==> config.mk <==
export PLATFORM = sky130hd
export DESIGN_NAME = rdcw_queue
export DESIGN_NICKNAME = d
export VERILOG_FILES = /design/src/sv/rdcw_pkg.sv /design/src/sv/rdcw_queue.sv
export SDC_FILE = /design/constraint.sdc
export NUM_CORES = 1
export LEC_CHECK = 0
export BUFFER_PORTS_ARGS = -buffer_cell sky130_fd_sc_hd__buf_2
export CAP_MARGIN = 40
export CORE_UTILIZATION = 50
export CTS_BUF_LIST = sky130_fd_sc_hd__clkbuf_16
export DETAILED_ROUTE_END_ITERATION = 6
export HOLD_SLACK_MARGIN = 0.08
export PLACE_DENSITY = 0.71
export SETUP_SLACK_MARGIN = 0.5
export SYNTH_ARGS = -nofsm -noshare
export SYNTH_HDL_FRONTEND = slang
export SYNTH_SLANG_ARGS = --single-unit
==> constraint.sdc <==
create_clock -name i_clk -period 2.1 [get_ports i_clk]
set_input_delay 0.315 -clock i_clk [delete_from_list [all_inputs] [get_ports i_clk]]
set_output_delay 0.315 -clock i_clk [all_outputs]
set_load 0.01 [all_outputs]
==> src/sv/rdcw_pkg.sv <==
// shared types and constants for the range distinct count window block
`default_nettype none

package rdcw_pkg;

    localparam int ARRAY_DEPTH_DEF = 32768;
    localparam int VALUE_COUNT_DEF = 65536;
    localparam int QUEUE_DEPTH     = 4;
    localparam int RED_STEPS       = 2;

    localparam logic OP_LOAD  = 1'b0;
    localparam logic OP_QUERY = 1'b1;

    typedef enum logic [1:0] {
        CMD_LOAD,
        CMD_QUERY,
        CMD_BAD
    } t_cmd_kind;

    typedef enum logic [2:0] {
        S_CLEAR,
        S_IDLE,
        S_RED,
        S_LDWR,
        S_PLAN,
        S_ELEM,
        S_HIST,
        S_UPD
    } t_back_state;

endpackage

`default_nettype wire

==> src/sv/rdcw_queue.sv <==
// short command queue between front and back
`default_nettype none

module rdcw_queue
    import rdcw_pkg::*;
#(
    parameter int WIDTH = 8
) (
    input  wire logic             i_clk,
    input  wire logic             i_rst_n,
    input  wire logic             i_push,
    input  wire logic [WIDTH-1:0] i_data,
    output logic                  o_full,
    output logic                  o_valid,
    input  wire logic             i_stall,
    output logic [WIDTH-1:0]      o_data
);

    localparam int PW = $clog2(QUEUE_DEPTH);
    localparam int CW = $clog2(QUEUE_DEPTH + 1);

    logic [WIDTH-1:0] r_mem [QUEUE_DEPTH];
    logic [PW-1:0]    r_wr;
    logic [PW-1:0]    r_rd;
    logic [CW-1:0]    r_cnt;
    logic [PW-1:0]    n_wr;
    logic [PW-1:0]    n_rd;
    logic [CW-1:0]    n_cnt;
    logic             pop;

    assign o_full  = (r_cnt == CW'(QUEUE_DEPTH));
    assign o_valid = (r_cnt != '0);
    assign o_data  = r_mem[r_rd];
    assign pop     = o_valid & ~i_stall;

    always_comb begin
        n_wr  = r_wr;
        n_rd  = r_rd;
        n_cnt = r_cnt;
        if (i_push) begin
            n_wr = (r_wr == PW'(QUEUE_DEPTH - 1)) ? '0 : r_wr + 1'b1;
        end
        if (pop) begin
            n_rd = (r_rd == PW'(QUEUE_DEPTH - 1)) ? '0 : r_rd + 1'b1;
        end
        case ({i_push, pop})
            2'b10:   n_cnt = r_cnt + 1'b1;
            2'b01:   n_cnt = r_cnt - 1'b1;
            default: n_cnt = r_cnt;
        endcase
    end

    always_ff @(posedge i_clk) begin
        if (i_push) begin
            r_mem[r_wr] <= i_data;
        end
    end

    always_ff @(posedge i_clk) begin
        if (!i_rst_n) begin
            r_wr  <= '0;
            r_rd  <= '0;
            r_cnt <= '0;
        end else begin
            r_wr  <= n_wr;
            r_rd  <= n_rd;
            r_cnt <= n_cnt;
        end
    end

endmodule

`default_nettype wire

==> qor.yml <==
status:
  status: "finished, final reports clean"
timing:
  worst_slew_pin_slew_ns: 0.454
  fmax_ghz: 0.551
  fin_tns_setup_ns: 0
  final_max_slew_viol_count: 0
  slew_headroom: 0.698
  grt_setup_unrepaired: "true"
  setup_viol: 0
  period_needed_ns: 1.81
  skew_ns: 0.00355
  fin_crit_sh: 0.863
  hold_ws_ns: 0.252
  finalHoldViolCount: 0
placed_design:
  dp.cells: 156
  portBuffers: 21
  routabilityCongestion: 0.690
  hpwl_microns: 1700
grt:
  gr-total-overflow: 0
  grt_max_degree: 13
  track_usage: 0.178
  grt_antenna_before_repair: 0
  grt_pass1_wl_microns: 4090
  grt_pass1_vias: 870
routing:
  drt_iter0_markers: 12
  vias: 835
  via_per_inst: 5.03
  drc: 0
  antenna_left: 0
  wl_per_cell_microns: 14.8
  dr.pass1.iters: 4
  drt-total-wl_microns: 2450
critical_path:
  critPathTopFamily: "simple AND/OR/NAND/NOR gates"
  rr_startpoint: "r_cnt[1]"
  required_ns: 2.30
  end_kind: "flip-flop"
  worst_path_max_delay_cell: "or3_4"
  r2r_cells: 8
  reg2reg_slack_ns: 0.29
  crit_fanout: 3
  path_class: "flip-flop to flip-flop"
  worst-path-buf-inv: 1
  worstPathArrival_ns: 2.02
  r2r-end: "r_cnt[2]"
  startpoint: "r_cnt[1]"
  cp.depth: 8
  path_cells: "or3_4 > nor2b_4 > ha_4 > inv_2 > fa_2 > xor2_1 > or3_1 > a21boi_1"
  endpoint: "r_cnt[2]"
  max_stage_delay_ns: 0.38
  startpoint_type: "flip-flop"
power:
  power_frac_seq: 0.430
  swShare: 0.248
  powerDensity_mw_per_mm2: 1160
  power_frac_comb: 0.269
  power_switching_uw: 579
  finalPower_uw: 2340
  leakagePower_uw: 0.000735
  pwr-share-clk: 0.301
  ir_drop_uv: 608
  p_int_uw: 1760
floorplan:
  rows: 20
  start_util: 0.531
  io_pins: 22
  die_area_sq_mm: 0.00350
  coreArea_sq_mm: 0.00308
  fp.dieH_microns: 59.2
  die_x_microns: 59.2
clock_network:
  clk-insertion-delay-late_ns: 0.28
  clk_pin_slew_worst_paths_ns: 0.05
  cts-root-buf: "clkbuf_16"
  htree_levels: 2
  cts_buffers: 5
  cts_hold_buf: 0
  cts_buffer_depth: 2
  clock_sink_count: 41
  cts_tree: "done"
layout:
  antenna_cells: 0
  fin_cells: 166
  fillers: 230
  ff_latch_area_sq_mm: 0.00115
  multi_input_area_sq_um: 482
  fin_nets: 140
  area_growth_pct: 23.2
  drive_gt1_frac: 0.393
run:
  cap_violations: 0
synth:
  ys_warn_count: 0
  seq_area_frac_synth: 0.698
  synthCells: 92
  yosysTopAreaCellShare: 0.588
  yosys-top-cells-area: "edfxtp_1, dfxtp_1, mux4_2"
  ys_seq_elements: 41
  syn_nets: 111
  synth_area_sq_mm: 0.00164
  ys_types: 23
  avgSynthCellArea_sq_um: 17.8
  yosysTopAreaCell: "edfxtp_1"
hold_path:
  hp-class: "primary input to flip-flop"
  hold_start: "i_data[2]"
[synth_stat cells]
cell,instances
nor2b_4,1
nor2_1,1
mux2i_1,3
o21ai_0,2
and3_1,1
nor2b_1,2
xnor2_1,1
ha_1,6
nor3b_1,1
fa_1,1
a21boi_0,1
nand2_1,5
xor2_1,1
buf_1,1
a21oi_1,1
mux4_2,8
buf_2,1
dfxtp_1,9
edfxtp_1,32
or3_4,1
and2_1,6
inv_1,6
or3_1,1
[power groups by stage]
stage / Sequential (uW) / Combinational, uW / Clock, uW
after floorplan: 998 / 400 / 0
after global placement: 1010 / 518 / 0
after detailed placement: 1020 / 536 / 0
after CTS: 1000 / 583 / 723
after global routing: 1020 / 696 / 760
final: 1010 / 628 / 702
[metrics by stage]
stage	worst slack [ns]	utilization	cell area [sq um]
after global placement	0.316	0.589	1810
final	0.287	0.654	2010
after detailed placement	0.232	0.589	1810
after global routing	0.208	0.654	2010
after floorplan	0.311	-	1650
after CTS	0.246	0.643	1980
[state kept, by name (all words and copies together), names as in the netlist, named ones only]
signal	count
r_mem	32
r_cnt	3
r_rd	2
r_wr	2
[per-layer routing]
layer / track usage / part of all wire
met1: 0.199 / 0.41
met4: 0.0918 / 0.023
met5: 0 / 0
met2: 0.287 / 0.51
met3: 0.0808 / 0.047
[cells by family after synthesis]
logic type,after synthesis,synth area share
XOR/XNOR,2,0.0107
buffers and inverters,8,0.0191
multiplexers,11,0.129
flip-flops,41,0.698
AND/OR/NAND/NOR,19,0.0719
AO/OA/AOI/OAI,4,0.0138
adder cells (fa/ha/maj),7,0.0581
[area by class of cell]
type                    instances  share of cell area
flip-flops and latches         41               0.569
clock buffers                   5              0.0621
multi-input cells              43               0.239
inverters                       6              0.0112
repair buffers                 24              0.0851
well taps                      44              0.0273
clock inverters                 3             0.00621
[what timing repair did]
action / in CTS / in global routing
endpoints found under the setup margin: 10 / 10
pin swaps: 2 / 3
buffers inserted: 2 / 0
gates resized for setup: 4 / 6
[placed cells by master, fill, tap and decap left out, types with 2 or more instances in the layout]
cell type / Yosys / routed
and2_1: 6 / 6
buf_2: 1 / 16
buf_4: 0 / 2
buf_6: 0 / 5
clkbuf_16: 0 / 5
clkinv_1: 0 / 2
dfxtp_1: 9 / 5
dfxtp_2: 0 / 4
edfxtp_1: 32 / 32
ha_1: 6 / 5
inv_1: 6 / 5
mux2i_1: 3 / 3
mux4_2: 8 / 8
nand2_1: 5 / 5
nor2b_1: 2 / 2
[worst min-delay path by stage]
| stage | cells past startpoint | slack, ns | to |
|---|---|---|---|
| final | 1 | 0.25 | r_mem[2][2] |
| after global routing | 1 | 0.25 | r_mem[2][5] |
| after CTS | 1 | 0.24 | r_mem[2][5] |
| after detailed placement | 2 | 0.50 | r_rd[1] |
| after global placement | 2 | 0.47 | r_cnt[2] |
| after floorplan | 0 | 0.41 | r_mem[0][0] |
No activity file was read; power rests on OpenSTA's default activity.
