<file path="config.mk">
export PLATFORM = sky130hd
export DESIGN_NAME = rdcw_front
export DESIGN_NICKNAME = d
export VERILOG_FILES = /design/src/sv/rdcw_pkg.sv /design/src/sv/rdcw_front.sv
export SDC_FILE = /design/constraint.sdc
export NUM_CORES = 1
export LEC_CHECK = 0
export ABC_AREA = 1
export BUFFER_PORTS_ARGS = -buffer_cell sky130_fd_sc_hd__buf_2
export CORE_AREA = 5 5 93 95
export DETAILED_ROUTE_END_ITERATION = 10
export DIE_AREA = 0 0 98 100
export HOLD_SLACK_MARGIN = 0.12
export PLACE_DENSITY = 0.71
export RECOVER_POWER = 50
export REMOVE_ABC_BUFFERS = 1
export SETUP_SLACK_MARGIN = 0.2
export SLEW_MARGIN = 20
export SYNTH_ARGS = -nofsm -noshare
export SYNTH_HDL_FRONTEND = slang
export SYNTH_SLANG_ARGS = --single-unit
</file>
<file path="constraint.sdc">
create_clock -name i_clk -period 2.45 [get_ports i_clk]
set_input_delay 0.3675 -clock i_clk [delete_from_list [all_inputs] [get_ports i_clk]]
set_output_delay 0.3675 -clock i_clk [all_outputs]
set_load 0.005 [all_outputs]
</file>
<file path="src/sv/rdcw_pkg.sv">
// shared types and constants for the range distinct count window block
`default_nettype none

package rdcw_pkg;

    localparam int ARRAY_DEPTH_DEF = 32768;
    localparam int VALUE_COUNT_DEF = 65536;
    localparam int QUEUE_DEPTH     = 4;
    localparam int RED_STEPS       = 2;

    localparam logic OP_LOAD  = 1'b0;
    localparam logic OP_QUERY = 1'b1;

    typedef enum logic [1:0] {
        CMD_LOAD,
        CMD_QUERY,
        CMD_BAD
    } t_cmd_kind;

    typedef enum logic [2:0] {
        S_CLEAR,
        S_IDLE,
        S_RED,
        S_LDWR,
        S_PLAN,
        S_ELEM,
        S_HIST,
        S_UPD
    } t_back_state;

endpackage

`default_nettype wire

</file>
<file path="src/sv/rdcw_front.sv">
// front end: accepts requests, tracks loaded length, classifies into commands
`default_nettype none

module rdcw_front
    import rdcw_pkg::*;
#(
    parameter int ARRAY_DEPTH = ARRAY_DEPTH_DEF,
    parameter int LW          = $clog2(ARRAY_DEPTH + 1)
) (
    input  wire logic            i_clk,
    input  wire logic            i_rst_n,
    input  wire logic            i_in_valid,
    output logic                 o_in_stall,
    input  wire logic            i_op,
    input  wire logic [14:0]     i_position,
    input  wire logic [15:0]     i_value,
    input  wire logic [14:0]     i_left,
    input  wire logic [14:0]     i_right,
    input  wire logic [15:0]     i_tag,
    input  wire logic            i_q_full,
    input  wire logic            i_clearing,
    output logic                 o_push,
    output t_cmd_kind            o_kind,
    output logic [LW-1:0]        o_a,
    output logic [LW-1:0]        o_b,
    output logic [15:0]          o_data
);

    logic          r_begun;
    logic          n_begun;
    logic [LW-1:0] r_len;
    logic [LW-1:0] n_len;
    logic          take;
    logic [31:0]   pos_ext;
    logic [31:0]   right_ext;
    logic          load_ok;
    logic          range_bad;

    assign o_in_stall = i_q_full | i_clearing;
    assign take       = i_in_valid & ~o_in_stall;
    assign pos_ext    = 32'(i_position);
    assign right_ext  = 32'(i_right);
    assign load_ok    = ~r_begun && (pos_ext < 32'(ARRAY_DEPTH));
    assign range_bad  = (i_left > i_right) || (right_ext >= 32'(r_len));

    always_comb begin
        n_begun = r_begun;
        n_len   = r_len;
        o_push  = 1'b0;
        o_kind  = CMD_LOAD;
        o_a     = LW'(i_position);
        o_b     = '0;
        o_data  = i_value;
        if (take) begin
            case (i_op)
                OP_LOAD: begin
                    if (load_ok) begin
                        o_push = 1'b1;
                        if (pos_ext + 32'd1 > 32'(r_len)) begin
                            n_len = LW'(pos_ext + 32'd1);
                        end
                    end
                end
                default: begin
                    n_begun = 1'b1;
                    o_push  = 1'b1;
                    o_data  = i_tag;
                    o_kind  = range_bad ? CMD_BAD : CMD_QUERY;
                    o_a     = LW'(i_left);
                    o_b     = LW'(right_ext + 32'd1);
                end
            endcase
        end
    end

    always_ff @(posedge i_clk) begin
        if (!i_rst_n) begin
            r_begun <= 1'b0;
            r_len   <= '0;
        end else begin
            r_begun <= n_begun;
            r_len   <= n_len;
        end
    end

endmodule

`default_nettype wire

</file>
==> flow_metrics.py <==
metrics = {
    "clock_tree": {
        "cts_max_level": 1,
        "cts-hold-fix-buffers": 0,
        "cts_buffer_depth": 2,
        "cts_tree": "yes",
        "clk_latency_ns": 0.25,
        "cts_root_buf": "clkbuf_8",
        "clock-sinks": 17,
        "clk_pin_slew_ns": 0.06,
        "cts_buffers": 3,
    },
    "synthesis": {
        "syn_area_per_cell_sq_um": 5.69,
        "ys_seq_area_frac": 0.113,
        "synthCells": 531,
        "yosysUniqueCellTypes": 30,
        "ys_ff_latch": 17,
        "synth-warning-count": 0,
        "netlist_area_sq_um": 3020,
    },
    "sta": {
        "worst_slack_ns": 0.133,
        "period_share": 0.946,
        "finClkSkew_ns": 0.00192,
        "finalHoldViolCount": 0,
        "fin_crit_ns": 2.32,
        "tns_ns": 0,
        "slew_violations": 0,
        "max_freq_ghz": 0.432,
        "setup_violations": 0,
        "rsz0062_at_grt": "true",
    },
    "setup_path": {
        "worstPathMaxFanout": 8,
        "rr_startpoint": "r_len[15]",
        "required_ns": 2.60,
        "end_kind": "register",
        "reg2regPathDepth": 9,
        "worstPathArrival_ns": 2.47,
        "r2r_end": "r_len[6]",
        "cp-start-kind": "input port",
        "r2r_slack_ns": 0.60,
        "crit_type": "input port to register",
    },
    "worst_hold_path": {
        "worstHoldPathType": "register to register",
        "worstHoldStart": "r_len[1]",
        "hold_depth": 2,
        "min_to": "r_len[1]",
    },
    "detailed_routing": {
        "drt_first_iter_violations": 231,
        "drc": 0,
        "via_per_inst": 5.07,
        "totalWireLength_mm": 10.9,
        "wl_per_cell_microns": 13.8,
        "dr.pass1.iters": 5,
        "antenna_left": 0,
        "via_count": 4028,
    },
    "global_routing": {
        "grtUsageMet3": 0.0264,
        "grt_util_met1": 0.252,
        "grtUsageTotal": 0.203,
        "gr-usage-met2": 0.377,
        "busiest_layer": "met2",
        "grt_pass1_vias": 3648,
        "antenna_found_initial": 0,
        "grt_pass1_wl_mm": 16.9,
        "gr-total-overflow": 0,
        "grt_max_degree": 33,
    },
    "power_and_ir_drop": {
        "p_leak_nw": 2.37,
        "ir_worst_vdd_uv": 229,
        "power.density_nw_per_um2": 251,
    },
    "die": {
        "rows": 32,
        "start_util": 0.395,
        "core_sq_um": 7650,
        "die-area_sq_um": 9800,
        "dieWidth_microns": 98,
        "die_h_microns": 100,
        "io_pins": 135,
    },
    "finish": {
        "regArea_sq_um": 349,
        "final_common_cell": "nand2_1",
        "layout_common_cells": "159 x nand2_1, 113 x buf_2, 73 x inv_1",
        "drive_gt1_frac": 0.357,
        "insertedDiodeCount": 0,
        "area_delta_synth_final_pct": 49.9,
        "nFillCells": 747,
        "final_nets": 824,
        "multiInputGateArea_sq_um": 2640,
    },
    "placement": {
        "numPortBuffers": 133,
        "gp_congestion": 0.926,
        "dp_slack_ns": -0.292,
        "dpl.hpwl_mm": 8.61,
    },
    "run": {
        "drv_cap": 0,
    },
    "run_status": {
        "status": "completed",
    },
}
[synth_stat cells (all sizes together)]
library cell	instances	area (sq um)
xor2	5	43.8
inv	83	312
ha	48	601
dfxtp	17	340
nand3	36	200
nor2	55	229
o21bai	1	7.51
o21a	3	22.5
a21o	2	15.0
a31oi	1	21.3
nand3b	1	7.51
o21ai	28	140
buf	8	60.1
conb	1	3.75
nor4	1	6.26
clkbuf	8	40.0
nand4	9	56.3
or2	1	6.26
a21oi	47	235
nand2	171	647
nor3	5	25.0
[metrics by stage]
step           area [sq um]  std cells  utilization  total power, mW  hold slack [ns]
2_1_floorplan          2920        515            -            0.566            0.452
5_1_grt                4530        794        0.592             1.23            0.494
6_report               4530        794        0.592             1.14            0.479
3_3_place_gp           3970        780        0.519            0.795            0.461
4_1_cts                4150        788        0.543             1.06            0.488
3_5_place_dp           3970        780        0.519            0.813            0.475
[state kept, by name (all words and copies together) (netlist names)]
| register | count |
|---|---|
| r_len | 16 |
| r_begun | 1 |
[logic make-up after synthesis]
kind of cell               count (synthesis)  share of synthesized area
AOI/OAI and AO/OA                         82                      0.146
xor gates and xnor gates                   5                     0.0145
adders and majority gates                 48                      0.199
buffers and inverters                     99                      0.136
DFF                                       17                      0.113
other                                      1                    0.00124
and+or+nand+nor                          279                      0.390
[layer usage]
metal	share of wire	wire length (microns)
met5	0	0
met4	0.011	121
met3	0.066	717
met2	0.51	5550
met1	0.41	4530
[how the worst max path moves through the flow]
| stage | slack (ns) | endpoint | start | cells past startpoint |
|---|---|---|---|---|
| 4_1_cts | 0.17 | r_len[9] | i_position[0] | 18 |
| 2_1_floorplan | -0.12 | o_b[9] | i_q_full | 6 |
| 6_report | 0.13 | r_len[6] | i_position[1] | 17 |
| 3_3_place_gp | -0.20 | r_len[4] | i_position[0] | 18 |
| 3_5_place_dp | -0.29 | r_len[9] | i_position[0] | 18 |
| 5_1_grt | -0.003 | r_len[13] | i_position[1] | 17 |
[where the power goes]
part,switching (mW),internal (mW),total [mW],leakage (nW)
Sequential,0.00668,0.286,0.293,0.141
Combinational,0.348,0.287,0.635,2.20
Clock,0.0941,0.116,0.210,0.0228
[critical path, stage by stage]
cell and delay [ns]:
buf_8 0.08, buf_4 0.11, nand3_4 0.08, nor2_4 0.22
buf_6 0.14, nand3_1 0.09, nand2_1 0.07, nand2_1 0.09
inv_2 0.08, ha_4 0.20, a21oi_1 0.15, nand2_1 0.10
a21oi_2 0.18, nand2_4 0.12, clkbuf_16 0.19, a21oi_1 0.13
nor2_1 0.06
[cell type report]
class                           count  area share
Inverter                           83      0.0694
Clock buffer                        4     0.00995
Timing Repair Buffer              173       0.231
Sequential cell                    17      0.0771
Multi-Input combinational cell    415       0.584
Tap cell                          102      0.0282
[repair_timing]
action	in CTS	in global routing
setup endpoints to repair	17	20
pin swaps	4	24
gates resized for setup	19	77
gates cloned	1	2
buffers inserted	3	4
(Power assumes the default switching activity.)
